===== config.mk =====
export PLATFORM = sky130hd
export DESIGN_NAME = xtea_round
export DESIGN_NICKNAME = d
export VERILOG_FILES = /design/src/xtea_pkg.sv /design/src/xtea_round.sv
export SDC_FILE = /design/constraint.sdc
export NUM_CORES = 1
export LEC_CHECK = 0
export ABC_CLOCK_PERIOD_IN_PS = 19400
export BUFFER_PORTS_ARGS = -buffer_cell sky130_fd_sc_hd__buf_2
export CAP_MARGIN = 20
export CELL_PAD_IN_SITES_DETAIL_PLACEMENT = 2
export CELL_PAD_IN_SITES_GLOBAL_PLACEMENT = 2
export CORE_MARGIN = 5
export CORE_UTILIZATION = 34
export CTS_BUF_LIST = sky130_fd_sc_hd__clkbuf_4
export CTS_CLUSTER_DIAMETER = 80
export DETAILED_ROUTE_END_ITERATION = 10
export PLACE_DENSITY_LB_ADDON = 0.08
export SLEW_MARGIN = 20
export SYNTH_ARGS = -nofsm -noshare
export SYNTH_HDL_FRONTEND = slang
export SYNTH_SLANG_ARGS = --single-unit

===== constraint.sdc =====
create_clock -name i_clk -period 19.4 [get_ports i_clk]
set_input_delay 3.88 -clock i_clk [delete_from_list [all_inputs] [get_ports i_clk]]
set_output_delay 3.88 -clock i_clk [all_outputs]
set_load 0.01 [all_outputs]

===== src/xtea_pkg.sv =====
`timescale 1ns / 1ps

package xtea_pkg;

    // golden ratio constant of the key schedule
    localparam logic [31:0] DELTA = 32'h9E37_79B9;

    localparam int WORD_W = 32;
    localparam int KEY_WORDS = 4;

    // configuration register indexes
    typedef enum logic [1:0] {
        CFG_KEY_W0 = 2'd0,
        CFG_KEY_W1 = 2'd1,
        CFG_KEY_W2 = 2'd2,
        CFG_KEY_W3 = 2'd3
    } t_cfg_idx;

    typedef logic [KEY_WORDS-1:0][WORD_W-1:0] t_key;

    // one block in flight: operation bit travels with the two words
    typedef struct packed {
        logic              op_dec;
        logic [WORD_W-1:0] word_a;
        logic [WORD_W-1:0] word_b;
    } t_block;

    // feistel mixing term
    function automatic logic [WORD_W-1:0] mix(input logic [WORD_W-1:0] w);
        return ((w << 4) ^ (w >> 5)) + w;
    endfunction

endpackage


===== src/xtea_round.sv =====
`timescale 1ns / 1ps

// one half-round of the cipher with a register behind it
module xtea_round #(
    parameter int STEP        = 0,
    parameter int ROUND_COUNT = 32
) (
    input  logic            i_clk,
    input  logic            i_rst_n,
    input  logic            i_en,
    input  logic            i_valid,
    input  xtea_pkg::t_block i_data,
    input  xtea_pkg::t_key  i_key,
    output logic            o_valid,
    output xtea_pkg::t_block o_data
);

    // running sum for this half-round, fixed per direction
    localparam int N_ENC = (STEP + 1) / 2;
    localparam int N_DEC = ROUND_COUNT - N_ENC;
    localparam logic [31:0] ENC_SUM = xtea_pkg::DELTA * 32'(N_ENC);
    localparam logic [31:0] DEC_SUM = xtea_pkg::DELTA * 32'(N_DEC);
    localparam logic ODD = 1'(STEP % 2);

    // key index: low bits when word a is updated, bits 12:11 when word b is
    localparam logic [1:0] ENC_SEL = ODD ? ENC_SUM[12:11] : ENC_SUM[1:0];
    localparam logic [1:0] DEC_SEL = ODD ? DEC_SUM[1:0] : DEC_SUM[12:11];

    logic             upd_b;
    logic [31:0]      sum;
    logic [31:0]      key_word;
    logic [31:0]      mixed;
    logic [31:0]      term;
    logic [31:0]      old_word;
    logic [31:0]      new_word;
    logic             r_valid;
    xtea_pkg::t_block r_data;

    // select the word to update and the round key term
    always_comb begin
        upd_b    = i_data.op_dec ^ ODD;
        sum      = i_data.op_dec ? DEC_SUM : ENC_SUM;
        key_word = i_data.op_dec ? i_key[DEC_SEL] : i_key[ENC_SEL];
        mixed    = xtea_pkg::mix(upd_b ? i_data.word_a : i_data.word_b);
        term     = mixed ^ (sum + key_word);
        old_word = upd_b ? i_data.word_b : i_data.word_a;
        new_word = i_data.op_dec ? (old_word - term) : (old_word + term);
    end

    // stage register
    always_ff @(posedge i_clk) begin
        if (!i_rst_n) begin
            r_valid <= 1'b0;
        end else if (i_en) begin
            r_valid <= i_valid;
        end
        if (i_en) begin
            r_data.op_dec <= i_data.op_dec;
            r_data.word_a <= upd_b ? i_data.word_a : new_word;
            r_data.word_b <= upd_b ? new_word : i_data.word_b;
        end
    end

    assign o_valid = r_valid;
    assign o_data  = r_data;

endmodule


* Word-level counts from Yosys, hierarchy flattened
Index checks and enable logic that the tools add are counted.
** Storage, ports and cells
- Register bits after elaboration :: 66
- Bits of input ports :: 197
** Cells by class
- Add/sub/neg operators :: 4
- Mux-type cells :: 7
- Bitwise operators :: 2
** Operator list (number)
- 32-bit 2-to-1 mux :: 7
- 32-bit adder :: 3
- 32-bit subtractor :: 1
- 32-bit by 27-bit XOR with 32-bit output :: 1
- 32-bit XOR :: 1

* Depth between registers and ports, before layout
- Depth in word-level cells :: 7
- Gate-level depth with buffers :: 33

* Worst setup path after synthesis
Ideal clock, no wire load.
- Path kind :: input port to flip-flop
- Start point :: input i_data[64] in the netlist's numbering
- End point :: register r_data (netlist bit o_data[28]), data pin
- Data arrival time :: 10231 ps
- Required time :: 19144 ps
- Path slack :: 8914 ps
- Stages on the path :: 32
- Path buffers :: 7
- Cells stage by stage :: buf_4 -> buf_4 -> buf_2 -> clkbuf_1 -> clkbuf_1 -> buf_1 -> clkbuf_1 -> nand2_1 -> nand2_1 -> ha_1 -> o211a_1 -> a211oi_1 -> a21oi_1 -> a41o_1 -> xor2_1 -> nand4_4 -> nor3b_4 -> and4bb_4 -> nor2_1 -> xor2_1 -> ha_1 -> inv_1 -> o21bai_1 -> a21o_1 -> a21oi_1 -> o21ai_0 -> a31oi_1 -> o21a_1 -> o21ai_0 -> o21a_1 -> or3_1 -> a31o_2
** On the way
- Longest elaborated chain between the ends :: 7
** Ends and longest elaborated chain
- start, declared :: line xtea_round.sv:12 : input xtea_pkg::t_block i_data,
- 32-bit 2-to-1 mux :: line xtea_round.sv:44 : mixed = xtea_pkg::mix(upd_b ? i_data.word_a : i_data.word_b);
- 32-bit by 27-bit XOR with 32-bit output :: line xtea_pkg.sv:30 : return ((w << 4) ^ (w >> 5)) + w;
- 32-bit adder :: line xtea_pkg.sv:30
- 32-bit XOR :: line xtea_round.sv:45 : term = mixed ^ (sum + key_word);
- 32-bit adder or 32-bit subtractor (tied branches) :: line xtea_round.sv:47 : new_word = i_data.op_dec ? (old_word - term) : (old_word + term);
- 32-bit 2-to-1 mux :: line xtea_round.sv:47
- 32-bit 2-to-1 mux (*) :: line xtea_round.sv:60 : r_data.word_b <= upd_b ? new_word : i_data.word_b;
- end, declared :: line xtea_round.sv:37 : xtea_pkg::t_block r_data;
Mark *: on every way between the ends. The rest lies on a longest branch, timed or not.
A chain may end at the register's enable or synchronous reset.

* Worst setup path after layout
- Start point :: input i_data[64] in the netlist's numbering
- End point :: register r_data (netlist bit o_data[60]), data pin
** On the way
- Longest elaborated chain between the ends :: 7
** Ends and longest elaborated chain
- 32-bit 2-to-1 mux :: line xtea_round.sv:44
- 32-bit by 27-bit XOR with 32-bit output :: line xtea_pkg.sv:30
- 32-bit adder :: line xtea_pkg.sv:30
- 32-bit XOR :: line xtea_round.sv:45
- 32-bit adder or 32-bit subtractor (tied branches) :: line xtea_round.sv:47
- 32-bit 2-to-1 mux :: line xtea_round.sv:47
- 32-bit 2-to-1 mux (*) :: line xtea_round.sv:59 : r_data.word_a <= upd_b ? i_data.word_a : new_word;
Marks and branches as above.

==> results_dict.tcl <==
set metrics [dict create \
    synthArstFlopShare_pct 0 \
    hold_depth 2 \
    worst_clock_skew_ns 0 \
    pin_count 263 \
    worst_slack_ns 8.34 \
    area_growth_pct 15.8 \
    ant_nets 0 \
    cts_buffers 9 \
    synth_seq_cells 66 \
    status "completed" \
    p_sw_share_pct 49.4 \
    cp-start-kind "primary input" \
    holdWs_ns 0.568 \
    maxCapViolCount 0 \
    track_usage_pct 19.9 \
    start_util_pct 34.3 \
    synth.avg_cell_area_um2 8.64 \
    worst_slew_pin_slew_ns 0.915 \
    gp_congestion 0.803 \
    finalInstanceArea_um2 10600 \
    final.period_utilization_pct 57.0 \
    muxShareOfSynthArea_pct 8.71 \
    hold_path_end "o_valid$_SDFFE_PN0P_" \
    clkSinkCount 66 \
    via_per_inst 5.43 \
    grt_pass1_wl_um 49300 \
    netlist_instances 1061 \
    cts_setup_buffers 0 \
    dp_hpwl_um 26200 \
    drt_pass1_iterations 4 \
    crit_type "primary input to register" \
    switchingPower_mw 0.689 \
    wl_um 31300 \
    r2r_cells 2 \
    required_ns 19.59 \
    finalSetupViolCount 0 \
    worstSetupEndpointType "register" \
    worstPathMaxFanout 74 \
    cts_root_buf "clkbuf_4" \
    drtIter0Drc 329 \
    cpMaxStageDelayCell "xnor2_1" \
    drc 0 \
    finalMaxSlewViolations 0 \
    dieHeight_um 174 \
    synth_fa_ha_area_share_pct 11.5 \
    path_clk_slew_ns 0.12 \
    yosysWarnings 0 \
    synth_area_um2 9170 \
    power_density_nw_per_um2 131 \
    antenna_found_initial 2 \
    fin_setup_tns_ns 0 \
    synth_fp_nets 1341 \
    pre_cts_ws_ns 7.81 \
    synth.distinct_cells 80 \
    min_from "o_valid$_SDFFE_PN0P_" \
    htreeDepth 3 \
    crit_arrival_ns 11.25 \
    r2r_end "o_valid$_SDFFE_PN0P_" \
    synth_edf_count 65 \
    r2r_slack_ns 18.77 \
    port_buffers 198 \
    ir_drop_uv 37.6 \
    rsz0062_at_grt "false" \
    p_seq_share_pct 18.3 \
    p_leak_nw 4.80 \
    holdBufCountCts 0 \
    clock_latency_ns 0.41 \
    relSlewSlack_pct 39.0 \
    clockBufferDepth 2 \
    vias 8618 \
    grt_pass1_vias 9125 \
    synth_top_family_by_area "compound AO/OA/AOI/OAI gates" \
    core_area_um2 26700 \
    seq_area_frac_synth_pct 21.5 \
    synth_xor_area_share_pct 17.0 \
    cts_resized 0 \
    clkPwrFrac_pct 6.4 \
    yosys_most_used_dff "edfxtp_1" \
    cts_tree "done" \
    p_total_mw 1.39 \
    place_area_um2 10500 \
    drive_above_1_share_pct 24.5 \
    comb_power_share_pct 75.4 \
    grt-ovfl-total 0 \
    max_freq_mhz 90.4 \
    min_period_ns 11.06 \
    fin_nets 1519 \
    fp.dieW_um 174 \
    grt_max_degree 140 \
    worstReg2RegStart "o_valid$_SDFFE_PN0P_" \
    routedWlPerCell_um 19.7 \
    yosys.area_share.simple_pct 16.5 \
    hold_violations 0 \
    power.internal_mw 0.706 \
    min_path_type "register to register" \
    row_count 60 \
    max_stage_delay_ns 0.52 \
    die_area_um2 30400 \
    synth_compound_area_share_pct 21.8 \
]
## flip-flops by register name, summed over array words and instances, names as in the netlist
signal and flops:
o_data 65, o_valid 1
## area by class of cell
class,count,area (um^2)
multi-input combinational,924,6920
fill,3114,16100
clock buffer,9,67.6
sequential,66,1970
antenna,2,5.00
inverter,37,139
timing repair buffer,201,1030
clock inverter,7,53.8
tap,341,427
## power groups by stage
stage | Combinational [mW] | Sequential [mW] | Clock, mW
3_3_place_gp | 1.02 | 0.256 | 0
5_1_grt | 1.16 | 0.260 | 0.0984
2_1_floorplan | 0.726 | 0.287 | 0
4_1_cts | 1.06 | 0.256 | 0.0931
3_5_place_dp | 1.05 | 0.260 | 0
6_report | 1.05 | 0.255 | 0.0886
## critical path: cells and delay by family
family / cells / cell delay, ns
buf+inv: 4 / 1.25
simple gates: 11 / 2.46
fa+ha+maj: 2 / 0.78
xor+xnor: 3 / 0.98
compound gates: 9 / 1.77
## routing by layer
layer	up-vias	wire length [um]	track usage, %
li1	4232	-	-
met1	4209	16100	29.5
met2	160	13900	32.1
met3	17	912	1.83
met4	0	297	3.53
met5	-	0	0
## how the worst max path moves through the flow
stage                from              endpoint  slack [ns]
2_1_floorplan  i_data[64]  o_data[28]$_DFFE_PP_        8.91
4_1_cts        i_data[64]  o_data[60]$_DFFE_PP_        8.29
3_5_place_dp   i_data[64]  o_data[60]$_DFFE_PP_        7.81
6_report       i_data[64]  o_data[60]$_DFFE_PP_        8.34
3_3_place_gp   i_data[64]  o_data[28]$_DFFE_PP_        7.93
5_1_grt        i_data[64]  o_data[60]$_DFFE_PP_        7.84
## synth_stat cells, types with 3 or more instances
master	instances	area [um^2]
a21o_1	52	390
o31ai_1	3	22.5
and3_1	5	31.3
o31a_1	3	26.3
a211oi_1	11	82.6
or2_2	4	25.0
nor2b_1	26	163
o21ai_0	33	165
and2_1	11	68.8
ha_1	81	1010
nor2_1	48	180
a31o_2	3	26.3
mux2_2	56	631
o211ai_1	9	67.6
o21bai_1	17	128
mux2i_1	14	140
a31oi_1	12	75.1
xor2_1	44	385
or3_1	5	31.3
nand4_1	7	43.8
a221o_1	3	30.0
a21bo_2	6	60.1
a21boi_0	4	30.0
nand3_1	14	70.1
nor3_1	14	70.1
a211o_1	3	26.3
o22ai_1	3	18.8
edfxtp_1	65	1950
o21ai_1	6	30.0
clkbuf_1	24	90.1
xnor2_1	116	1020
buf_1	6	22.5
a221oi_1	3	26.3
nand2_1	130	488
o21a_1	7	52.6
a21oi_1	92	460
nor4_1	3	18.8
inv_1	36	135
nand2b_1	15	93.8
a41oi_1	8	70.1
## layout by cell type (no fill, tap or decap), types with 15 or more instances in the layout
cell,count
buf_2,197
ha_1,81
inv_1,36
nand2b_1,15
a21o_1,52
o21bai_1,17
o21ai_0,33
edfxtp_1,65
mux2_2,56
nand2_1,130
xor2_1,44
nor2_1,48
a21oi_1,92
nor2b_1,26
xnor2_1,116
## cell families (layout without fill, tap and decap cells)
group	Yosys count	count (layout)
AND/OR/NAND/NOR	304	304
AO/OA/AOI/OAI	298	298
XOR/XNOR	167	167
adder cells (fa/ha/maj)	83	83
multiplexers	72	72
buffers and inverters	71	254
flip-flops	66	66
other	0	2
## per-stage QoR
step | utilization [%] | std cells
2_1_floorplan | - | 1061
6_report | 39.7 | 1587
3_3_place_gp | 39.3 | 1569
5_1_grt | 39.7 | 1587
4_1_cts | 39.7 | 1585
3_5_place_dp | 39.3 | 1569
(Power assumes the default switching activity.)
