### config.mk
export PLATFORM = sky130hd
export DESIGN_NAME = xtea_out_buf
export DESIGN_NICKNAME = d
export VERILOG_FILES = /design/src/xtea_pkg.sv /design/src/xtea_out_buf.sv
export SDC_FILE = /design/constraint.sdc
export NUM_CORES = 1
export LEC_CHECK = 0
export ABC_CLOCK_PERIOD_IN_PS = 4600
export BUFFER_PORTS_ARGS = -buffer_cell sky130_fd_sc_hd__buf_2
export CAP_MARGIN = 25
export CORE_MARGIN = 1.5
export CORE_UTILIZATION = 25
export CTS_CLUSTER_SIZE = 20
export DETAILED_ROUTE_END_ITERATION = 8
export SETUP_SLACK_MARGIN = 0.05
export SLEW_MARGIN = 0
export SYNTH_ARGS = -nofsm -noshare
export SYNTH_HDL_FRONTEND = slang
export SYNTH_SLANG_ARGS = --single-unit
### constraint.sdc
create_clock -name i_clk -period 4.6 [get_ports i_clk]
set_input_delay 0.23 -clock i_clk [delete_from_list [all_inputs] [get_ports i_clk]]
set_output_delay 0.23 -clock i_clk [all_outputs]
set_load 0.01 [all_outputs]
### src/xtea_pkg.sv
`timescale 1ns / 1ps

package xtea_pkg;

    // golden ratio constant of the key schedule
    localparam logic [31:0] DELTA = 32'h9E37_79B9;

    localparam int WORD_W = 32;
    localparam int KEY_WORDS = 4;

    // configuration register indexes
    typedef enum logic [1:0] {
        CFG_KEY_W0 = 2'd0,
        CFG_KEY_W1 = 2'd1,
        CFG_KEY_W2 = 2'd2,
        CFG_KEY_W3 = 2'd3
    } t_cfg_idx;

    typedef logic [KEY_WORDS-1:0][WORD_W-1:0] t_key;

    // one block in flight: operation bit travels with the two words
    typedef struct packed {
        logic              op_dec;
        logic [WORD_W-1:0] word_a;
        logic [WORD_W-1:0] word_b;
    } t_block;

    // feistel mixing term
    function automatic logic [WORD_W-1:0] mix(input logic [WORD_W-1:0] w);
        return ((w << 4) ^ (w >> 5)) + w;
    endfunction

endpackage

### src/xtea_out_buf.sv
`timescale 1ns / 1ps

// output register with a skid stage; pipeline moves while the skid is empty
module xtea_out_buf (
    input  logic             i_clk,
    input  logic             i_rst_n,
    input  logic             i_valid,
    input  xtea_pkg::t_block i_data,
    output logic             o_pipe_en,
    output logic             o_valid,
    output logic [63:0]      o_data,
    input  logic             i_ready
);

    logic             r_out_valid;
    logic             r_skid_valid;
    xtea_pkg::t_block r_out;
    xtea_pkg::t_block r_skid;
    logic             take;
    logic             push;

    assign o_pipe_en = !r_skid_valid;
    assign take      = r_out_valid && i_ready;
    assign push      = !r_skid_valid && i_valid;

    // control state
    always_ff @(posedge i_clk) begin
        if (!i_rst_n) begin
            r_out_valid  <= 1'b0;
            r_skid_valid <= 1'b0;
        end else if (r_skid_valid) begin
            if (take) begin
                r_skid_valid <= 1'b0;
            end
        end else if (push) begin
            if (r_out_valid && !take) begin
                r_skid_valid <= 1'b1;
            end else begin
                r_out_valid <= 1'b1;
            end
        end else if (take) begin
            r_out_valid <= 1'b0;
        end
    end

    // payload
    always_ff @(posedge i_clk) begin
        if (r_skid_valid) begin
            if (take) begin
                r_out <= r_skid;
            end
        end else if (push) begin
            if (r_out_valid && !take) begin
                r_skid <= i_data;
            end else begin
                r_out <= i_data;
            end
        end
    end

    assign o_valid = r_out_valid;
    assign o_data  = {r_out.word_b, r_out.word_a};

endmodule

-- After elaboration in Yosys (flattened, before gate mapping)
Index checks and enable logic that the tools add are counted.
- output and inout bits: 66
- register bits: 130
- input port bits: 69
- word-level logic and storage cells: 31
- equal/unequal tests: 3
- reductions and logical operators: 10
- multiplexer cells: 11
- bitwise operators: 1
- operators by type and width (cell ; number):
    64-bit 2-to-1 mux ; 4
    3-bit AND reduction ; 3
    1-bit 2-to-1 mux ; 7
    2-bit != test (second input constant) ; 2
    2-bit nonzero test ; 2
    1-bit logical AND ; 3
    1-bit zero test ; 2
    2-bit by 1-bit != test with 1-bit output (second input constant) ; 1
    1-bit inverter ; 1

-- Depth between registers and ports, before layout
Gate-level depths: netlist of the first run.
- word-level depth: 6
- gate-level depth with buffers: 5
- depth with buffers taken out: 2

-- Least setup slack after synthesis of the first run
Ideal clock, no wire load.
- path type: reg-to-reg
- from: register r_skid_valid
- to: register r_out, in the netlist o_data[0], enable pin
- path buffers: 3
- clock period less this slack: 4.424 ns
- data required time: 4.093 ns
- setup time: 0.507 ns
- arrival: 3.917 ns
- path slack: 0.176 ns
- stages on the path, launching flop included: 6
- cells stage by stage: dfxtp_1 > buf_6 > buf_6 > buf_8 > mux2i_1 > a21oi_1
- word-level cells in the longest chain between the ends: 4
- elaborated cells on any way between the ends: 6
- those cells by class: eq/ne (2); reduce/logical (4)
- ends and longest elaborated chain (what ; RTL line ; source):
    from (decl) ; xtea_out_buf.sv:16 ; logic r_skid_valid;
    from (signal assigned) ; xtea_out_buf.sv:30 ; r_skid_valid <= 1'b0;
    from (signal assigned) ; xtea_out_buf.sv:33 ; r_skid_valid <= 1'b0;
    from (signal assigned) ; xtea_out_buf.sv:37 ; r_skid_valid <= 1'b1;
    1-bit zero test ; xtea_out_buf.sv:24 ; assign push = !r_skid_valid && i_valid;
    1-bit logical AND ; xtea_out_buf.sv:24 ;
    2-bit nonzero test (no line) ; n/a ;
    3-bit AND reduction (no line) * ; n/a ;
    to (signal assigned) ; xtea_out_buf.sv:50 ; r_out <= r_skid;
    to (signal assigned) ; xtea_out_buf.sv:56 ; r_out <= i_data;
    to (decl) ; xtea_out_buf.sv:17 ; xtea_pkg::t_block r_out;
Every way passes the cells marked *; elsewhere a longest branch is shown, timed or not.
A chain may end at the register's enable or synchronous reset.

-- Final worst setup path of the first run
- from: register r_skid_valid
- to: register r_out, in the netlist o_data[36], enable pin
Same word-level chain as after synthesis.

==> impl_metrics.tcl, run 1 <==
set metrics [dict create \
    status "complete, no violations" \
    critPathKind "reg2reg" \
    yosysUniqueCellTypes 16 \
    core_mm2 0.01871 \
    dp_hpwl_um 5457 \
    yosysMostFrequentCell "edfxtp_1" \
    synth_fp_nets 283 \
    syn-cell-area_mm2 0.004760 \
    synthSimpleGateAreaFrac 0.005521 \
    final_area_mm2 0.006693 \
    synth_fa_ha_area_frac 0 \
    synthXorXnorAreaFrac 0 \
    switchingPower_mw 0.6116 \
    wl_um 9414 \
    synth_top_family_by_area "multiplexers" \
    die_w_um 141.0 \
    r2r_cells 3 \
    io_buffers 133 \
    syn2layout_area_growth_pct 40.62 \
    antenna_found_initial 0 \
    vdd_drop_max_mv 0.2454 \
    synth_mux_area_frac 0.1583 \
    fmax_ghz 0.3904 \
    path_clk_slew_ns 0.05 \
    synth-main-ff-cell "edfxtp_1" \
    p_leak_nw 2.487 \
    nFillCells 1765 \
    cts.sinks 130 \
    maxCapViolations 0 \
    multi_input_area_um2 815.8 \
    cts_tree "done" \
    cp_max_fo 69 \
    ios 135 \
    seq_area_frac_synth 0.8160 \
    dpl-instance-area_mm2 0.005693 \
    fp.dieArea_mm2 0.01988 \
    synth.area.top_cells "edfxtp_1 (81%), mux2_2 (14%), mux2_4 (1.9%)" \
    hold_viol 0 \
    cts-buffers-inserted 17 \
    r2r_setup_slack_ns 2.04 \
    drive_gt1_frac 0.5359 \
    max_slew_margin 0.3598 \
    ant_nets 0 \
    grt_overflow 0 \
    clock_latency_ns 0.40 \
    avgSynthCellArea_um2 22.24 \
    skew_ns 0.005401 \
    worstReg2RegEnd "o_data[36]" \
    num_vias 2643 \
    critPathLaunch "r_skid_valid" \
    maxSlewViolCount 0 \
    fp.dieH_um 141.0 \
    power_density_mw_per_mm2 436.7 \
    end_kind "flip-flop" \
    worstHoldPathType "in2reg" \
    final-seq-area_mm2 0.003887 \
    rows 50 \
    power_frac_seq 0.486 \
    cts_buffer_depth 2 \
    worstMarginPinSlew_ns 0.9603 \
    syn_inst 214 \
    place_congestion 0.7046 \
    synth-edff-count 128 \
    combPwrFrac 0.083 \
    drt_iter0_markers 76 \
    htree_levels 4 \
    hold_path_depth 1 \
    fin_nets 474 \
    wl_per_cell_um 14.44 \
    synth_compound_area_frac 0.004732 \
    grt_pass1_wl_um 14540 \
    first_global_vias 2829 \
    synth_common_cells "edfxtp_1 (128), mux2_2 (58), mux2_4 (6)" \
    finalSetupViolCount 0 \
    grt_usage 0.09813 \
    viasPerCell 4.054 \
    period_needed_ns 2.561 \
    initial_core_util 0.2544 \
    yosysTopAreaCellShare 0.8076 \
    postSynth.asyncResetShare 0 \
    cp.arrival_ns 2.64 \
    final_cell_count_no_fill 652 \
    post-route-period-util 0.5568 \
    power_frac_clock 0.431 \
    grt_max_degree 70 \
    rsz0062_at_grt "no" \
    critPathRequiredTime_ns 4.68 \
    start_kind "flip-flop" \
    cts_root_buffer "clkbuf_16" \
    p_sw_frac 0.2092 \
    drc 0 \
    synth_top_area_cell "edfxtp_1" \
    power.internal_mw 2.311 \
    ys_ff_latch 130 \
    crit_end "o_data[36]" \
    drtPass1Iterations 3 \
    cts_resized 0 \
    r2r_start "r_skid_valid" \
    yosys_warnings 0 \
    post-place-cells 574 \
    tns_ns 0 \
    antenna_cells 0 \
    timing.hold.ws_ns 0.02497 \
]
==> cell families (layout without fill, tap and decap cells) <==
group                  Yosys count  count (layout)
and+or+nand+nor                  4               4
AOI/OAI and AO/OA                4               4
muxes                           65              65
buffers and inverters           11             215
DFF                            130             130
==> worst min-delay path by stage <==
stage,startpoint,endpoint,slack (ns)
2_1_floorplan,i_ready,r_skid_valid,0.33
4_1_cts,i_data[44],r_skid[44],0.0001
3_3_place_gp,i_data[36],r_skid[36],0.42
3_5_place_dp,i_data[11],r_skid[11],0.42
6_report,i_data[23],r_skid[23],0.02
5_1_grt,i_data[35],r_skid[35],0.000008
==> state kept, by name, summed over array words and instances, names as in the netlist <==
| register | cells |
|---|---|
| r_skid | 64 |
| o_data | 64 |
| o_valid | 1 |
| r_skid_valid | 1 |
==> power groups by stage <==
stage               sequential (mW)  clock [mW]  combinational, mW
finish                         1.42        1.26              0.242
global route                   1.43        1.35              0.265
CTS                            1.42        1.30              0.241
detailed placement             1.45           0              0.217
global placement               1.44           0              0.210
floorplan                      1.46           0             0.0925
==> final cells by class <==
cell class                 count  share of cell area
inverter                       3            0.001683
multi-input combinational     73              0.1219
clock buffer                  25             0.06805
sequential                   130              0.5809
clock inverter                 7             0.01253
timing repair buffer         180              0.1712
tap                          234             0.04375
==> cells in the final DEF, fill, tap and decap left out, types with 2 or more instances in the layout <==
master / synthesis / routed
clkbuf_1: 0 / 8
mux2_2: 58 / 58
dlygate4sd3_1: 0 / 46
buf_2: 5 / 133
clkinv_2: 0 / 4
mux2_4: 6 / 6
bufinv_16: 0 / 2
inv_1: 3 / 3
edfxtp_1: 128 / 128
clkbuf_16: 0 / 17
==> critical path, cell delays in order (launching register included) <==
cell and delay (ns):
dfxtp_4 0.96, mux2i_1 0.25, a21oi_4 0.64, buf_12 0.36
==> metrics by stage <==
stage,worst slack (ns),util,power (mW)
after CTS,1.845,0.3530,2.965
final,2.039,0.3578,2.923
after global routing,1.760,0.3578,3.047
after detailed placement,1.857,0.3043,1.664
after global placement,1.969,0.3043,1.655
after floorplan,0.1755,-,1.556
==> metal layers <==
metal | track usage | share of wire | vias up
met3 | 0.04721 | 0.067 | 6
li1 | - | - | 1240
met1 | 0.1108 | 0.44 | 1310
met5 | 0 | 0 | -
met2 | 0.1615 | 0.49 | 87
met4 | 0.03618 | 0.0086 | 0
==> what timing repair did <==
item                                    4_1_cts  5_1_grt
endpoints found under the setup margin        0        0
hold buffers                                 37        9
buffers inserted                              0        0
endpoints found under the hold margin        37        9
(Power assumes the default switching activity.)
==> inputs of run 2 (changes only) <==
ABC_CLOCK_PERIOD_IN_PS = 2500   (was 4600)
clock period = 2.5 ns   (was 4.6 ns; I/O delays follow)
==> impl_metrics.tcl, run 2 (synthesis results as in run 1) <==
set metrics [dict create \
    core_mm2 0.01871 \
    cp_slowest_cell "dfxtp_4" \
    cts_buffer_depth 2 \
    wl_per_cell_um 14.48 \
    skew_ns 0.01286 \
    worstHoldPathType "in2reg" \
    grt_overflow 0 \
    end_kind "flip-flop" \
    syn2layout_area_growth_pct 47.24 \
    place_congestion 0.6898 \
    io_buffers 133 \
    p_leak_nw 2.622 \
    cp_max_fo 37 \
    dp_hpwl_um 6084 \
    fin_nets 500 \
    drc 0 \
    num_vias 2755 \
    antenna_found_initial 0 \
    tns_ns 0 \
    grt_usage 0.1033 \
    htree_levels 4 \
    cts_tree "done" \
    grt_pass1_wl_um 15460 \
    critPathRequiredTime_ns 2.54 \
    fp.dieArea_mm2 0.01988 \
    first_global_vias 2916 \
    grt_max_degree 38 \
    cts_root_buffer "clkbuf_16" \
    viasPerCell 4.063 \
    fp.dieH_um 141.0 \
    cts-buffers-inserted 17 \
    cp.arrival_ns 1.89 \
    power_density_mw_per_mm2 794.2 \
    initial_core_util 0.2544 \
    status "complete, no violations" \
    drtPass1Iterations 4 \
    final_area_mm2 0.007008 \
    worstPathCellList "mux2i_1 > a21oi_4 > buf_4" \
    period_needed_ns 1.853 \
    vdd_drop_max_mv 0.4317 \
    dpl-instance-area_mm2 0.005736 \
    clock_latency_ns 0.41 \
    ant_nets 0 \
    rows 50 \
    fmax_ghz 0.5396 \
    start_kind "flip-flop" \
    nFillCells 1722 \
    path_clk_slew_ns 0.06 \
    hold_viol 0 \
    drive_gt1_frac 0.5293 \
    cts.sinks 130 \
    critPathMaxStageDelay_ns 0.65 \
    ios 135 \
    layout_commonest_cell "buf_2" \
    rsz0062_at_grt "no" \
    finalSetupViolCount 0 \
    post-route-period-util 0.7412 \
    max_slew_margin 0.6503 \
    maxCapViolations 0 \
    drt_iter0_markers 90 \
    worstMarginPinSlew_ns 0.5246 \
    wl_um 9816 \
    maxSlewViolCount 0 \
    critPathKind "reg2reg" \
    die_w_um 141.0 \
    antenna_cells 0 \
    layout_common_cells "buf_2 (133), edfxtp_1 (128), dlygate4sd3_1 (68), mux2_2 (58), clkbuf_16 (17)" \
]
## run 2: changes by cell type in the layout (fill, tap and decap cells not counted)
cell / before / now
buf_4: 0 / 3
clkinv_1: 1 / 2
inv_6: 0 / 1
dlygate4sd3_1: 46 / 68
clkinv_4: 0 / 2
clkinvlp_4: 0 / 3
clkbuf_1: 8 / 0
bufinv_16: 2 / 3
buf_12: 1 / 2
## run 2: path summary, 6_finish.rpt
| check | cells after the start | to | slack, ns | start |
|---|---|---|---|---|
| max | 3 | o_data[0] | 0.65 | r_skid_valid |
| min | 2 | r_skid[59] | 0.23 | i_valid |
| max reg2reg | 3 | o_data[0] | 0.65 | r_skid_valid |
| min reg2reg | 1 | o_data[61] | 0.54 | r_skid[29] |
## run 2: timing repair
| action | CTS | global route |
|---|---|---|
| hold buffers | 68 | 0 |
| gates resized for setup | 0 | 0 |
| setup buffers | 0 | 0 |
| endpoints found under the hold margin | 66 | 0 |
## run 2: power by group
part           internal, mW  switching, mW
registers              2.55         0.0449
logic                 0.265          0.229
clock network          1.56          0.915
total                  4.38           1.19
## run 2: cell type report
class	instances	area [um^2]	area share
well taps	234	292.8	0.04178
multi-input cells	73	815.8	0.1164
flip-flops and latches	130	3887	0.5547
inverters	3	11.26	0.001607
clock inverters	15	166.4	0.02375
clock buffers	17	425.4	0.06070
repair buffers	206	1409	0.2010
## run 2: per-layer routing
layer / track usage / vias to the layer above / wire length (um)
li1: - / 1291 / -
met1: 0.1269 / 1367 / 4449
met3: 0.03906 / 11 / 487
met4: 0.04331 / 0 / 119
met5: 0 / - / 0
met2: 0.1633 / 86 / 4759
## run 2: worst max-delay path: cells and delay by family (launching register included)
kind	cells	cell delay, ns
flops	1	0.65
buf+inv	1	0.44
mux	1	0.19
compound gates	1	0.14
## run 2: through the flow
| stage | worst slack (ns) | power, mW | instances | hold slack (ns) | util |
|---|---|---|---|---|---|
| 2_1_floorplan | 0.1783 | 2.858 | 214 | 0.2222 | - |
| 3_3_place_gp | 0.6532 | 3.054 | 578 | 0.3149 | 0.3066 |
| 3_5_place_dp | 0.6030 | 3.067 | 578 | 0.3169 | 0.3066 |
| 4_1_cts | 0.5898 | 5.672 | 678 | 0.1968 | 0.3746 |
| 5_1_grt | 0.5063 | 5.807 | 678 | 0.2136 | 0.3746 |
| 6_report | 0.6469 | 5.566 | 678 | 0.2298 | 0.3746 |
